--- config.mk ---
export PLATFORM = sky130hd
export DESIGN_NAME = clipped_transparent_sprite_blit
export DESIGN_NICKNAME = d
export VERILOG_FILES = /design/src/rtl/csb_pkg.sv /design/src/rtl/csb_front.sv /design/src/rtl/csb_queue.sv /design/src/rtl/csb_back.sv /design/src/rtl/clipped_transparent_sprite_blit.sv
export SDC_FILE = /design/constraint.sdc
export NUM_CORES = 1
export LEC_CHECK = 0
export ABC_AREA = 1
export BUFFER_PORTS_ARGS = -buffer_cell sky130_fd_sc_hd__buf_2
export CAP_MARGIN = 20
export CORE_MARGIN = 1.5
export CORE_UTILIZATION = 39
export DETAILED_ROUTE_END_ITERATION = 7
export GPL_TIMING_DRIVEN = 0
export HOLD_SLACK_MARGIN = 0.05
export PLACE_DENSITY = 0.53
export SYNTH_ARGS = -nofsm -noshare
export SYNTH_HDL_FRONTEND = slang
export SYNTH_SLANG_ARGS = --single-unit
--- constraint.sdc ---
create_clock -name clk_i -period 7.4 [get_ports clk_i]
set_input_delay 0.37 -clock clk_i [delete_from_list [all_inputs] [get_ports clk_i]]
set_output_delay 0.37 -clock clk_i [all_outputs]
set_load 0.02 [all_outputs]
--- src/rtl/csb_pkg.sv ---
// Shared types and constants of the clipped color-key sprite blitter.
// No dependencies; imported by every module of the block.
`default_nettype none

package csb_pkg;

  localparam int MaxSpriteSide = 256;
  localparam int AddrBits      = 24;

  localparam int SideW  = 9;                       // sprite size field
  localparam int CntW   = $clog2(MaxSpriteSide);   // column and row counters
  localparam int CoordW = 13;                      // screen coordinates
  localparam int PitchW = 14;
  localparam int ProdW  = CoordW + PitchW + 1;     // signed row times pitch
  localparam int CfgIdxW  = 2;
  localparam int CfgDataW = 14;

  localparam logic [0:0] OpStart = 1'b0;
  localparam logic [0:0] OpPixel = 1'b1;

  localparam logic [CfgIdxW-1:0] RegScreenWidth  = 2'd0;
  localparam logic [CfgIdxW-1:0] RegScreenHeight = 2'd1;
  localparam logic [CfgIdxW-1:0] RegLinePitch    = 2'd2;

  typedef struct packed {
    logic [CoordW-1:0] disp_w;
    logic [CoordW-1:0] disp_h;
    logic [PitchW-1:0] line_pitch;
  } csb_cfg_t;

  // One visible pixel handed from the front to the back.
  typedef struct packed {
    logic [CoordW-1:0]   org_y;     // two's complement sprite top row
    logic [PitchW-1:0]   pitch;     // line pitch at sprite start
    logic [AddrBits-1:0] row_off;   // pitches added since sprite start
    logic [CoordW-1:0]   col_x;     // screen column, known non-negative
    logic [7:0]          pixel;
  } csb_entry_t;

  function automatic logic [SideW-1:0] clamp_side(input logic [SideW-1:0] v);
    logic [SideW-1:0] s;
    s = v;
    if (v == '0) s = SideW'(1);
    else if (v > SideW'(MaxSpriteSide)) s = SideW'(MaxSpriteSide);
    return s;
  endfunction

endpackage

`default_nettype wire

--- src/rtl/csb_front.sv ---
// Front part: takes start and pixel items, tracks column, row and row offset,
// and classifies each pixel as visible or not. Uses csb_pkg.
`default_nettype none

module csb_front import csb_pkg::*; (
  input  wire logic              clk_i,
  input  wire logic              rst_ni,
  input  wire csb_cfg_t          cfg_i,
  input  wire logic              in_valid_i,
  output logic                   in_ready_o,
  input  wire logic [0:0]        opcode_i,
  input  wire logic [CoordW-1:0] pos_x_i,
  input  wire logic [CoordW-1:0] pos_y_i,
  input  wire logic [SideW-1:0]  sprite_width_i,
  input  wire logic [SideW-1:0]  sprite_height_i,
  input  wire logic [7:0]        pixel_i,
  input  wire logic              q_full_i,
  output logic                   q_push_o,
  output csb_entry_t             q_data_o
);

  logic                active_q, active_d;
  logic [CoordW-1:0]   org_x_q, org_x_d;
  logic [CoordW-1:0]   org_y_q, org_y_d;
  logic [SideW-1:0]    wid_q, wid_d;
  logic [SideW-1:0]    hgt_q, hgt_d;
  logic [CntW-1:0]     col_q, col_d;
  logic [CntW-1:0]     row_q, row_d;
  logic [PitchW-1:0]   pitch0_q, pitch0_d;
  logic [AddrBits-1:0] row_off_q, row_off_d;

  logic              accept;
  logic [CoordW:0]   sx, sy;
  logic [SideW-1:0]  col_nxt, row_nxt;
  logic              visible;

  assign in_ready_o = !q_full_i;
  assign accept     = in_valid_i && in_ready_o;

  assign sx = {org_x_q[CoordW-1], org_x_q} + {{(CoordW+1-CntW){1'b0}}, col_q};
  assign sy = {org_y_q[CoordW-1], org_y_q} + {{(CoordW+1-CntW){1'b0}}, row_q};
  assign col_nxt = {1'b0, col_q} + SideW'(1);
  assign row_nxt = {1'b0, row_q} + SideW'(1);

  assign visible = active_q && (pixel_i != 8'd0) && !sx[CoordW] && !sy[CoordW] &&
                   (sx[CoordW-1:0] < cfg_i.disp_w) &&
                   (sy[CoordW-1:0] < cfg_i.disp_h);

  assign q_push_o          = accept && (opcode_i == OpPixel) && visible;
  assign q_data_o.org_y    = org_y_q;
  assign q_data_o.pitch    = pitch0_q;
  assign q_data_o.row_off  = row_off_q;
  assign q_data_o.col_x    = sx[CoordW-1:0];
  assign q_data_o.pixel    = pixel_i;

  always_comb begin
    active_d  = active_q;
    org_x_d   = org_x_q;
    org_y_d   = org_y_q;
    wid_d     = wid_q;
    hgt_d     = hgt_q;
    col_d     = col_q;
    row_d     = row_q;
    pitch0_d  = pitch0_q;
    row_off_d = row_off_q;
    if (accept) begin
      if (opcode_i == OpStart) begin
        active_d  = 1'b1;
        org_x_d   = pos_x_i;
        org_y_d   = pos_y_i;
        wid_d     = clamp_side(sprite_width_i);
        hgt_d     = clamp_side(sprite_height_i);
        col_d     = '0;
        row_d     = '0;
        pitch0_d  = cfg_i.line_pitch;
        row_off_d = '0;
      end else if (active_q) begin
        if (col_nxt >= wid_q) begin
          // end of a sprite row: wrap column, step row and row offset
          col_d     = '0;
          row_d     = row_nxt[CntW-1:0];
          row_off_d = row_off_q + {{(AddrBits-PitchW){1'b0}}, cfg_i.line_pitch};
          if (row_nxt >= hgt_q) active_d = 1'b0;
        end else begin
          col_d = col_nxt[CntW-1:0];
        end
      end
    end
  end

  always_ff @(posedge clk_i or negedge rst_ni) begin
    if (!rst_ni) begin
      active_q  <= 1'b0;
      org_x_q   <= '0;
      org_y_q   <= '0;
      wid_q     <= '0;
      hgt_q     <= '0;
      col_q     <= '0;
      row_q     <= '0;
      pitch0_q  <= '0;
      row_off_q <= '0;
    end else begin
      active_q  <= active_d;
      org_x_q   <= org_x_d;
      org_y_q   <= org_y_d;
      wid_q     <= wid_d;
      hgt_q     <= hgt_d;
      col_q     <= col_d;
      row_q     <= row_d;
      pitch0_q  <= pitch0_d;
      row_off_q <= row_off_d;
    end
  end

endmodule

`default_nettype wire

--- src/rtl/csb_queue.sv ---
// Two-entry queue of visible pixels between the front and the back.
// Uses csb_pkg for the entry type.
`default_nettype none

module csb_queue import csb_pkg::*; (
  input  wire logic       clk_i,
  input  wire logic       rst_ni,
  input  wire logic       push_i,
  input  wire csb_entry_t push_data_i,
  output logic            full_o,
  input  wire logic       pop_i,
  output logic            nonempty_o,
  output csb_entry_t      head_o
);

  csb_entry_t  slot_q [2];
  logic        wr_ptr_q, wr_ptr_d;
  logic        rd_ptr_q, rd_ptr_d;
  logic [1:0]  count_q, count_d;

  assign full_o     = (count_q == 2'd2);
  assign nonempty_o = (count_q != 2'd0);
  assign head_o     = slot_q[rd_ptr_q];

  always_comb begin
    wr_ptr_d = wr_ptr_q ^ push_i;
    rd_ptr_d = rd_ptr_q ^ pop_i;
    count_d  = count_q + {1'b0, push_i} - {1'b0, pop_i};
  end

  always_ff @(posedge clk_i) begin
    if (push_i) slot_q[wr_ptr_q] <= push_data_i;
  end

  always_ff @(posedge clk_i or negedge rst_ni) begin
    if (!rst_ni) begin
      wr_ptr_q <= 1'b0;
      rd_ptr_q <= 1'b0;
      count_q  <= 2'd0;
    end else begin
      wr_ptr_q <= wr_ptr_d;
      rd_ptr_q <= rd_ptr_d;
      count_q  <= count_d;
    end
  end

endmodule

`default_nettype wire

--- src/rtl/csb_back.sv ---
// Back part: forms the framebuffer offset of a visible pixel in two stages
// (row-base multiply, then final add) and holds it in the output register.
`default_nettype none

module csb_back import csb_pkg::*; (
  input  wire logic               clk_i,
  input  wire logic               rst_ni,
  input  wire logic               q_nonempty_i,
  input  wire csb_entry_t         q_head_i,
  output logic                    q_pop_o,
  output logic                    out_valid_o,
  input  wire logic               out_ready_i,
  output logic [AddrBits-1:0]     write_address_o,
  output logic [7:0]              write_pixel_o
);

  logic                s1_valid_q, s1_valid_d;
  logic [AddrBits-1:0] s1_base_q;
  logic [AddrBits-1:0] s1_part_q;
  logic [7:0]          s1_pixel_q;
  logic                s2_valid_q, s2_valid_d;
  logic [AddrBits-1:0] s2_addr_q;
  logic [7:0]          s2_pixel_q;

  logic                s2_adv, s1_adv;
  logic [ProdW-1:0]    prod;

  assign s2_adv  = !s2_valid_q || out_ready_i;
  assign s1_adv  = !s1_valid_q || s2_adv;
  assign q_pop_o = q_nonempty_i && s1_adv;

  assign prod = ProdW'($signed(q_head_i.org_y) * $signed({1'b0, q_head_i.pitch}));

  assign s1_valid_d = s1_adv ? q_nonempty_i : s1_valid_q;
  assign s2_valid_d = s2_adv ? s1_valid_q : s2_valid_q;

  always_ff @(posedge clk_i) begin
    if (q_pop_o) begin
      s1_base_q  <= prod[AddrBits-1:0];
      s1_part_q  <= q_head_i.row_off +
                    {{(AddrBits-CoordW){1'b0}}, q_head_i.col_x};
      s1_pixel_q <= q_head_i.pixel;
    end
    if (s2_adv && s1_valid_q) begin
      s2_addr_q  <= s1_base_q + s1_part_q;
      s2_pixel_q <= s1_pixel_q;
    end
  end

  always_ff @(posedge clk_i or negedge rst_ni) begin
    if (!rst_ni) begin
      s1_valid_q <= 1'b0;
      s2_valid_q <= 1'b0;
    end else begin
      s1_valid_q <= s1_valid_d;
      s2_valid_q <= s2_valid_d;
    end
  end

  assign out_valid_o     = s2_valid_q;
  assign write_address_o = s2_addr_q;
  assign write_pixel_o   = s2_pixel_q;

endmodule

`default_nettype wire

--- src/rtl/clipped_transparent_sprite_blit.sv ---
// Sprite blitter with screen clipping and color-key transparency.
// Input channel (in_valid_i / in_ready_o): a start item (opcode 0) latches the
// signed screen position and the size of a sprite; pixel items (opcode 1) then
// follow in raster order, one source pixel per item. Output channel
// (out_valid_o / out_ready_i): one framebuffer write per nonzero pixel that
// falls inside the screen rectangle, giving the offset x + y * line_pitch
// (wrapped to the address width) and the pixel value. Start items and
// transparent or clipped pixels give no write.
// Throughput: one item per clock while the queue is not full; the front
// counters and the incremental row offset update with each accepted item,
// and the back retires one write per cycle while out_ready_i is high. A
// write passes the queue slot, the row-base multiply stage and the output register.
// Receiver stall: the output register holds, the back stages fill, then the
// two-entry queue fills and in_ready_o drops; nothing is lost.
// Reset: clears all control state; no sprite is active, so pixels before the
// first start are dropped. Registers return to 640 x 480, pitch 640.
// Configuration: cfg_we_i writes register cfg_index_i (0 width, 1 height,
// 2 pitch); write only while no write is pending.
// Depends on csb_pkg, csb_front, csb_queue and csb_back.
`default_nettype none

module clipped_transparent_sprite_blit import csb_pkg::*; (
  input  wire logic                clk_i,
  input  wire logic                rst_ni,
  input  wire logic                cfg_we_i,
  input  wire logic [CfgIdxW-1:0]  cfg_index_i,
  input  wire logic [CfgDataW-1:0] cfg_data_i,
  input  wire logic                in_valid_i,
  output logic                     in_ready_o,
  input  wire logic [0:0]          opcode_i,
  input  wire logic [CoordW-1:0]   pos_x_i,
  input  wire logic [CoordW-1:0]   pos_y_i,
  input  wire logic [SideW-1:0]    sprite_width_i,
  input  wire logic [SideW-1:0]    sprite_height_i,
  input  wire logic [7:0]          pixel_i,
  output logic                     out_valid_o,
  input  wire logic                out_ready_i,
  output logic [AddrBits-1:0]      write_address_o,
  output logic [7:0]               write_pixel_o
);

  csb_cfg_t   cfg_q, cfg_d;
  logic       q_full, q_push, q_pop, q_nonempty;
  csb_entry_t q_in, q_head;

  // Configuration registers: take a write at once, ignore unknown indexes.
  always_comb begin
    cfg_d = cfg_q;
    if (cfg_we_i) begin
      case (cfg_index_i)
        RegScreenWidth:  cfg_d.disp_w     = cfg_data_i[CoordW-1:0];
        RegScreenHeight: cfg_d.disp_h     = cfg_data_i[CoordW-1:0];
        RegLinePitch:    cfg_d.line_pitch = cfg_data_i[PitchW-1:0];
        default:         cfg_d = cfg_q;
      endcase
    end
  end

  always_ff @(posedge clk_i or negedge rst_ni) begin
    if (!rst_ni) begin
      cfg_q.disp_w     <= CoordW'(640);
      cfg_q.disp_h     <= CoordW'(480);
      cfg_q.line_pitch <= PitchW'(640);
    end else begin
      cfg_q <= cfg_d;
    end
  end

  // Front: accept and classify items, advance the sprite raster position.
  csb_front u_front (
    .clk_i,
    .rst_ni,
    .cfg_i           (cfg_q),
    .in_valid_i,
    .in_ready_o,
    .opcode_i,
    .pos_x_i,
    .pos_y_i,
    .sprite_width_i,
    .sprite_height_i,
    .pixel_i,
    .q_full_i        (q_full),
    .q_push_o        (q_push),
    .q_data_o        (q_in)
  );

  // Queue: decouple the front from stalls on the output side.
  csb_queue u_queue (
    .clk_i,
    .rst_ni,
    .push_i      (q_push),
    .push_data_i (q_in),
    .full_o      (q_full),
    .pop_i       (q_pop),
    .nonempty_o  (q_nonempty),
    .head_o      (q_head)
  );

  // Back: build the framebuffer offset and hold the write for the receiver.
  csb_back u_back (
    .clk_i,
    .rst_ni,
    .q_nonempty_i    (q_nonempty),
    .q_head_i        (q_head),
    .q_pop_o         (q_pop),
    .out_valid_o,
    .out_ready_i,
    .write_address_o,
    .write_pixel_o
  );

endmodule

`default_nettype wire
---- Word-level counts from Yosys, hierarchy flattened ----
Memories as Yosys holds them, arrays and structs flattened.
Index checks and enable logic that the tools add are counted.
cells by class
  equality and inequality tests ........... 5
  bitwise operators ....................... 3
  order comparisons ....................... 6
  mux-type cells .......................... 19
  reductions and logical operators ........ 28
  multipliers ............................. 1
  add/sub/neg operators ................... 9
operators by type and width
  kind                   number
  $mux W24               3
  $mux W8                6
  $mux W9                4
  $add A13 B9 Y14        2
  $lt A13 B13 Y1         2
  $add A24 B13 Y24       1
  $add A24 B14 Y24       1
  $add A24 B24 Y24       1
  $mul A13 B15 Y24       1
  $add A8 B1 Y9 const B  2
  $ge A9 B9 Y1           2
  $gt A9 B9 Y1 const B   2
  $logic_not A9 Y1       2
  $logic_and A1 B1 Y1    10
  $reduce_and A2 Y1      5
  $reduce_bool A8 Y1     1
  $mux W1                6
  $logic_not A1 Y1       5
  $eq A2 B2 Y1 const B   2
  $ne A2 B1 Y1 const B   2
  $reduce_and A3 Y1      1
  $add A2 B1 Y2          1
  $eq A2 B1 Y1 const B   1
  $logic_not A2 Y1       1
  5 further kinds        7
storage, ports and cells
  memories ................................ 1
  register bits ........................... 233
  logic and storage cells ................. 94
  output and inout port bits .............. 34
  bits of input ports ..................... 74
  memory bits (writable) .................. 144
memories
  name            words  bits a word  rd ports  clocked after Yosys merged registers in  write ports  line             text
  u_queue.slot_q  2      72           1         0                                        1            csb_queue.sv:16  csb_entry_t slot_q [2];

---- Longest topological paths before layout ----
Gate-level depths: netlist of run 1.
  depth in word-level cells ............... 9
  depth in mapped cells ................... 28
  gate-level depth less buffers ........... 25

---- Modules after synthesis ----
A second synthesis of run 1 with hierarchy kept.
second synthesis, totals
  cell total of the unflattened synthesis .. 3115
  area total of the unflattened synthesis .. 26411.6 µm²
by module, submodules not included
  module                           area an instance (µm²)  cells each  seq. area each (µm²)  instances
  csb_back                         11567.3                 1470        2692.6                1
  csb_front                        7537.2                  1064        2477.4                1
  csb_queue                        5577.8                  400         4424.2                1
  clipped_transparent_sprite_blit  1729.2                  181         1011.0                1

---- Worst setup path after synthesis of run 1 ----
OpenSTA, ideal clock, no wires.
  kind .................................... reg2reg
  start point ............................. reg u_queue.rd_ptr_q
  end point ............................... reg u_back.s1_base_q[17], data pin
  cell stages (with the launch flop) ...... 22
  slack ................................... 1598 ps
  library setup time ...................... 259 ps
  clock period less this slack ............ 5802 ps
  arrival ................................. 5543 ps
  path through ............................ dfrtp_1 -> buf_4 -> buf_4 -> buf_2 -> o21ai_1 -> buf_2 -> nand2_1 -> fa_1 -> fa_1 -> inv_1 -> fa_1 -> fa_1 -> fa_1 -> fa_1 -> ha_1 -> a21oi_1 -> nor2_1 -> nor2_1 -> o211ai_1 -> nand2_1 -> nand2_1 -> xor2_1
on the way
  cells in the longest elaborated chain, start to end .. 2
RTL lines
  element                 line             text
  start, declared         csb_queue.sv:18  logic rd_ptr_q, rd_ptr_d;
  start signal, assigned  csb_queue.sv:42  rd_ptr_q <= rd_ptr_d;
  $mem_v2 Z2 W72          n/a
  $mul A13 B15 Y24        csb_back.sv:32   assign prod = ProdW'($signed(q_head_i.org_y) * $signed({1'b0, q_head_i.pitch}));
  net u_back.prod[17]     csb_back.sv:26   logic [ProdW-1:0] prod;
  end signal, assigned    csb_back.sv:39   s1_base_q <= prod[AddrBits-1:0];
  end, declared           csb_back.sv:18   logic [AddrBits-1:0] s1_base_q;
The timed path passes the listed nets, and every way through them passes these cells.
A chain may end at the register's enable or synchronous reset.

---- Worst setup path in the final report of run 1 ----
Same ends and word-level chain as after synthesis.

==> summary.md, run 1 <==
| Metric | Value |
|---|---|
| CTS buffer count | `42` |
| Hold worst-path end | `u_front.wid_q[5]` |
| Final setup viols | `0` |
| FFs w/ async S/R, synth | `0.385` |
| Synth Instances | `approximately 2,800` |
| Mapped Area | `25,100 um2` |
| Main area contributors after synthesis | `edfxtp_1 (28%), dfrtp_1 (14%), nand2_1 (12%)` |
| Reg2Reg Capture Point | `u_back.s1_base_q[17]` |
| Post-synthesis sequential area ratio | `0.423` |
| Drt via density | `4.91` |
| First-pass GRT wire length | `106 mm` |
| Layout area overhead | `15.0%` |
| Worst Path Arrival | `7.22 ns` |
| # clock sinks | `377` |
| Overall global routing resource usage | `0.204` |
| Worst Hold Class | `input pin to register` |
| Height of the die | `257 um` |
| Worst Min Path Start | `sprite_width_i[5]` |
| N_diodes | `0` |
| Clk slew on worst S/H paths | `approximately 0.06 ns` |
| Hold_ws | `about 0.081 ns` |
| Flop2flop setup slack | `0.57 ns` |
| Worst Skew | `0.0282 ns` |
| Horiz. Die Dim | `257 um` |
| Vias in the first global route | `just under 20,000` |
| I/O Buffers | `~110` |
| I/O Pins | `108` |
| Max Cap Viol | `0` |
| Hold path depth | `3` |
| CTS root buf | `clkbuf_16` |
| Tmin final | `6.83 ns` |
| Post-synth top area cell | `edfxtp_1` |
| Post-synth cell types | `47` |
| Total grt overflow | `0` |
| DRC Markers | `0` |
| Clock tree buffer depth | `3` |
| Via count | `19,069` |
| Syn Area/Cell | `8.95 um2` |
| Initial antenna violation count | `0` |
| Drt initial violations | `1,106` |
| Max Transition Viols Final | `0` |
| Hold Vio Cnt, Final | `0` |
| Crit Path Class | `register to register` |
| Max frequency | `146 MHz` |
| Post-CTS sizing | `0` |
| Final Cycle Share | `0.923` |
| Wire per inst | `between 15 and 20 um` |
| Reg-to-reg startpoint | `u_queue.rd_ptr_q` |
| Worst Setup End Kind | `register` |
| Synth warn | `0` |
| Row cnt | `92` |
| CTS tree | `done` |
| DP HPWL | `52.9 mm` |
| Unrepaired setup endpoints after global routing | `no` |
| Layout cells sized above 1 | `0.0968` |
| EDFF count, synth | `between 200 and 250` |
| Overall routed net length | `~66 mm` |
| H-tree depth | `2` |
| Crit-path max FO | `10` |
| Status | `finished clean` |
| Gpl congestion | `0.908` |
| R2R depth | `23` |
| WP data required | `7.79 ns` |
| Die Area | `between 60,000 and 70,000 um2` |
| Flops & latches, synth | `377` |
| Post-synth top area share | `0.278` |
| # fillers | `6,210` |
| Total core area | `63,300 um2` |
| Largest net degree at the start of global routing | `80` |
| Syn Nets | `3,200` |
| CP Launch Type | `register` |
| Initial Util | `0.396` |
| Worst-Margin Slew | `0.760 ns` |
| Pre-antenna DRT Iters | `5` |
| Final ANT Viol Nets | `0` |
| Setup TNS | `0 ns` |
| Skew-Pair Late Insertion Delay | `slightly below 0.6 ns` |
| Nets@finish | `3,403` |
| Rel. slew slack | `0.493` |
| Most common flop cell mapped by yosys | `edfxtp_1` |
## worst max-delay path: stages (launching register included)
cell,delay (ns)
dfrtp_1,0.57
inv_2,0.14
buf_6,0.18
clkbuf_1,0.23
or2_1,0.28
o21ai_2,0.14
buf_2,0.30
nor2_1,0.11
fa_1,0.56
inv_1,0.06
fa_1,0.57
inv_1,0.07
fa_1,0.52
fa_1,0.44
fa_1,0.52
fa_1,0.49
ha_1,0.36
nand2_1,0.14
nor2_1,0.21
nand2_1,0.08
o211ai_1,0.29
nand2_1,0.09
nand2_1,0.09
xor2_1,0.21
## how the worst max path moves through the flow
stage / start / endpoint / slack, ns / depth (start not counted)
floorplan: u_queue.rd_ptr_q / u_back.s1_base_q[17] / 1.60 / 21
global placement: u_queue.rd_ptr_q / u_back.s1_base_q[23] / 0.59 / 24
detailed placement: u_queue.rd_ptr_q / u_back.s1_base_q[23] / 0.52 / 24
CTS: u_queue.rd_ptr_q / u_back.s1_base_q[23] / 0.52 / 24
global route: u_queue.rd_ptr_q / u_back.s1_base_q[23] / 0.24 / 25
finish: u_queue.rd_ptr_q / u_back.s1_base_q[17] / 0.57 / 23
## cell usage after synthesis (29+ instances only)
cell type,count
nand4_1,29
nand3_1,96
dfrtp_1,137
fa_1,136
o21ai_0,111
ha_1,189
nand2_1,816
o21ai_2,29
xor2_1,65
inv_1,390
edfxtp_1,232
nor2_1,219
a21oi_1,108
## flip-flops by register name, summed over array words and instances (netlist names), 2 cells and up
register and count:
u_back.write_address_o 24, u_front.wid_q 9, u_queue.count_q 2, u_back.s1_base_q 24, u_front.pitch0_q 14, u_front.row_q 8, u_front.org_x_q 13, u_queue.slot_q 144
u_back.write_pixel_o 8, u_front.org_y_q 13, u_back.s1_part_q 24, u_front.col_q 8, u_back.s1_pixel_q 8, u_front.hgt_q 9, cfg_q 40, u_front.row_off_q 24
## layout by cell type (no fill, tap or decap), drive strengths merged, types with 14 or more instances in the layout
cell         count
nor2           227
inv            412
nand2          822
nand3           96
clkinv          14
xor2            65
xnor2           20
fa             136
buf            137
ha             189
o22ai           16
dlygate4sd3     48
dfrtp          137
nand4           29
o21ai          158
a21oi          108
clkbuf          72
or2             26
edfxtp         232
## metrics by stage
stage	area [um2]	setup slack (ns)	util	std cells
after detailed placement	26800	0.520	0.424	3758
after global routing	28800	0.243	0.455	3884
after global placement	26700	0.592	0.421	3753
after CTS	28800	0.518	0.455	3884
final	28800	0.568	0.455	3884
after floorplan	25100	1.60	-	2801
## area by class of cell
class                   count  area [um2]  share of cell area
plain buffers              46         218             0.00755
clock buffers              52        1120              0.0388
clock inverters            26         410              0.0142
inverters                 412        1550              0.0536
multi-input cells        1966       12700               0.442
flip-flops and latches    377       10600               0.368
well taps                 846        1060              0.0367
repair buffers            159        1140              0.0395
## timing repair
action / 4_1_cts / 5_1_grt
hold buffers: 48 / 0
hold endpoints to repair: 117 / 0
buffers inserted: 0 / 0
## routing by layer
| metal | wire (um) | global-route usage | up-vias |
|---|---|---|---|
| met3 | 3040 | 0.0273 | 95 |
| met4 | 1620 | 0.0603 | 0 |
| met2 | 32200 | 0.354 | 415 |
| li1 | - | - | 9456 |
| met1 | 29200 | 0.266 | 9103 |
| met5 | 0 | 0 | - |
## cell families (layout without fill, tap and decap cells)
group                      Yosys count  count (layout)  synth area share
AOI/OAI and AO/OA                  314             314            0.0715
xor gates and xnor gates            85              85            0.0297
adders and majority gates          325             325             0.203
buffers and inverters              458             695            0.0704
DFF                                377             377             0.423
and+or+nand+nor                   1242            1242             0.202
Power of run 1 is left out: the tool's default activity adds up to more than one toggle a clock period on the data nets, which glitch-free logic cannot reach.
==> run 2, diff against run 1 <==
==> constraint.sdc (replaced) <==
create_clock -name clk_i -period 8.2 [get_ports clk_i]
set_input_delay 0.41 -clock clk_i [delete_from_list [all_inputs] [get_ports clk_i]]
set_output_delay 0.41 -clock clk_i [all_outputs]
set_load 0.02 [all_outputs]
==> run 2 against run 1 <==
Against the previous run: sequential share of layout area up 0.22 points; routed wire length down 0.28%; critical path depth unchanged; global-route usage down 0.077 points; fmax up 0.29%; register-to-register slack better by 0.82 ns; flip-flop and latch count did not move; clock skew about the same; die area stayed put; count of clock-buffer cells in the layout did not move; via count is 0.15% lower; final area decreased by 0.59%; critical path type unchanged; highest routed layer unchanged.
==> summary.md, run 2 (same netlist as run 1, synthesis figures left out) <==
| Metric | Value |
|---|---|
| Clock tree buffer depth | `3 (unchanged)` |
| Final Cycle Share | `0.831 (was 0.923)` |
| Final setup viols | `0 (unchanged)` |
| Hold_ws | `0.0735 ns (was 0.0806 ns)` |
| Hold Vio Cnt, Final | `0 (unchanged)` |
| H-tree depth | `2 (unchanged)` |
| Worst Hold Class | `input pin to register (unchanged)` |
| Crit-path max FO | `10 (unchanged)` |
| Total grt overflow | `0 (unchanged)` |
| # clock sinks | `377 (unchanged)` |
| Vias in the first global route | `19,474 (was 19,601)` |
| Reg2Reg Capture Point | `u_back.s1_base_q[17] (unchanged)` |
| Clk slew on worst S/H paths | `0.06 ns (about the same)` |
| CTS buffer count | `42 (unchanged)` |
| Drt initial violations | `1,096 (was 1,106)` |
| Flop2flop setup slack | `1.39 ns (was 0.57 ns)` |
| Worst Setup End Kind | `register (unchanged)` |
| # fillers | `6,232 (was 6,210)` |
| CTS tree | `done (unchanged)` |
| Reg-to-reg startpoint | `u_queue.rd_ptr_q (unchanged)` |
| Setup TNS | `0 ns (unchanged)` |
| Status | `finished clean (unchanged)` |
| R2R depth | `23 (unchanged)` |
| Max incr delay on CP | `0.57 ns (about the same)` |
| Family with the most delay on the worst path | `adder cells (unchanged)` |
| Max reg flops | `144 (unchanged)` |
| Largest register by flop count | `u_queue.slot_q (unchanged)` |
| DP Cell Count | `3,758 (unchanged)` |
| Worst Min Path Start | `pos_x_i[11] (was sprite_width_i[5])` |
| Cell mode on critical path | `fa_1 (unchanged)` |
| Layout cells sized above 1 | `0.0973 (was 0.0968)` |
| Layout area overhead | `14.3% (was 15.0%)` |
| Worst Skew | `0.0284 ns (was 0.0282 ns)` |
| Hold path depth | `3 (unchanged)` |
| Horiz. Die Dim | `257 um (unchanged)` |
| WP data required | `8.59 ns (was 7.79 ns)` |
| Hold worst-path end | `u_front.org_x_q[11] (was u_front.wid_q[5])` |
| I/O Buffers | `106 (unchanged)` |
| Unrepaired setup endpoints after global routing | `no (unchanged)` |
| Wire per inst | `17.0 um (about the same)` |
| Non-Filler Instances | `3,867 (was 3,884)` |
| Tmin final | `6.81 ns (was 6.83 ns)` |
| Worst-Margin Slew | `0.775 ns (was 0.760 ns)` |
| Nets@finish | `3,386 (was 3,403)` |
| Multi-input gate area | `12,700 um2 (unchanged)` |
| CTS root buf | `clkbuf_16 (unchanged)` |
| N_diodes | `0 (unchanged)` |
| CP Buf/Inv Count | `6 (unchanged)` |
| Via count | `19,040 (was 19,069)` |
| Largest net degree at the start of global routing | `80 (unchanged)` |
| Initial Util | `0.396 (unchanged)` |
| CP Launch Point | `u_queue.rd_ptr_q (unchanged)` |
| Critical Path, Cell by Cell | `inv_2 > buf_6 > clkbuf_1 > or2_1 > o21ai_2 > buf_2 > nor2_1 > fa_1 > inv_1 > fa_1 > inv_1 > fa_1 > fa_1 > fa_1 > fa_1 > ha_1 > nand2_1 > nor2_1 > nand2_1 > o211ai_1 > nand2_1 > nand2_1 > xor2_1 (unchanged)` |
| Max frequency | `147 MHz (was 146 MHz)` |
| Drt via density | `4.92 (was 4.91)` |
| Final ANT Viol Nets | `0 (unchanged)` |
| Overall global routing resource usage | `0.204 (about the same)` |
| Pre-antenna DRT Iters | `5 (unchanged)` |
| Commonest non-fill, non-tap cell in the layout | `nand2_1 (unchanged)` |
| CP Launch Type | `register (unchanged)` |
| Rel. slew slack | `0.483 (was 0.493)` |
| DRC Markers | `0 (unchanged)` |
| Gpl congestion | `0.908 (unchanged)` |
| Top flop regs | `u_queue.slot_q x144, cfg_q x40 (unchanged)` |
| Overall routed net length | `65.8 mm (was 66.0 mm)` |
| Total core area | `63,300 um2 (unchanged)` |
| DP HPWL | `52.9 mm (unchanged)` |
| Max Cap Viol | `0 (unchanged)` |
| Highest-count cells in the layout ignoring fill and taps | `nand2_1 (816), inv_1 (389), edfxtp_1 (232), nor2_1 (219), ha_1 (187) (unchanged)` |
| I/O Pins | `108 (unchanged)` |
| Setup ws final | `1.39 ns (was 0.568 ns)` |
| First-pass GRT wire length | `105 mm (was 106 mm)` |
| Place WS | `1.32 ns (was 0.520 ns)` |
| Initial antenna violation count | `0 (unchanged)` |
| Row cnt | `92 (unchanged)` |
| Storage element area | `10,600 um2 (unchanged)` |
| Slowest cell on crit path | `fa_1 (was dfrtp_1)` |
| Height of the die | `257 um (unchanged)` |
| Max Transition Viols Final | `0 (unchanged)` |
| Die Area | `65,800 um2 (unchanged)` |
| Crit Path Class | `register to register (unchanged)` |
| Worst Path Arrival | `7.20 ns (was 7.22 ns)` |
| Skew-Pair Late Insertion Delay | `0.59 ns (about the same)` |
## run 2: cell count changes in the layout (fill, tap and decap cells not counted)
cell	previous run	this run
dlygate4sd3_1	48	31
## run 2: through the flow
step	util	area [um2]
global placement	0.421	26700
floorplan	-	25100
detailed placement	0.424	26800
CTS	0.453	28700
global route	0.453	28700
finish	0.453	28700
## run 2: layout make-up
class | count | area share
tap | 846 | 0.0369
clock inverter | 26 | 0.0143
buffer | 46 | 0.00760
timing repair buffer | 142 | 0.0338
multi-input combinational | 1966 | 0.444
sequential | 377 | 0.370
clock buffer | 52 | 0.0390
inverter | 412 | 0.0540
## run 2: per-layer routing
metal | part of all wire | vias to the layer above | routed length (um) | track usage
met2 | 0.49 | 423 | 31900 | 0.351
li1 | - | 9421 | - | -
met5 | 0 | - | 0 | 0
met4 | 0.025 | 0 | 1650 | 0.0603
met3 | 0.045 | 102 | 2960 | 0.0273
met1 | 0.44 | 9094 | 29300 | 0.266
## run 2: how the worst max path moves through the flow
stage          slack, ns                    to  cells past startpoint
4_1_cts             1.32  u_back.s1_base_q[23]                     24
3_3_place_gp        1.39  u_back.s1_base_q[23]                     24
6_report            1.39  u_back.s1_base_q[17]                     23
2_1_floorplan       2.40  u_back.s1_base_q[17]                     21
5_1_grt             1.04  u_back.s1_base_q[23]                     25
3_5_place_dp        1.32  u_back.s1_base_q[23]                     24
## run 2: tightest hold or removal path, stage by stage
cell	delay [ns]
buf_2	0.08
nand2_1	0.05
o21ai_0	0.07
## run 2: what timing repair did
| item | CTS | global route |
|---|---|---|
| setup buffers | 0 | 0 |
| hold endpoints to repair | 100 | 0 |
| gates resized for setup | 0 | 0 |
| hold buffers | 31 | 0 |
| setup endpoints to repair | 0 | 0 |
Power of run 2 is left out for the same reason.
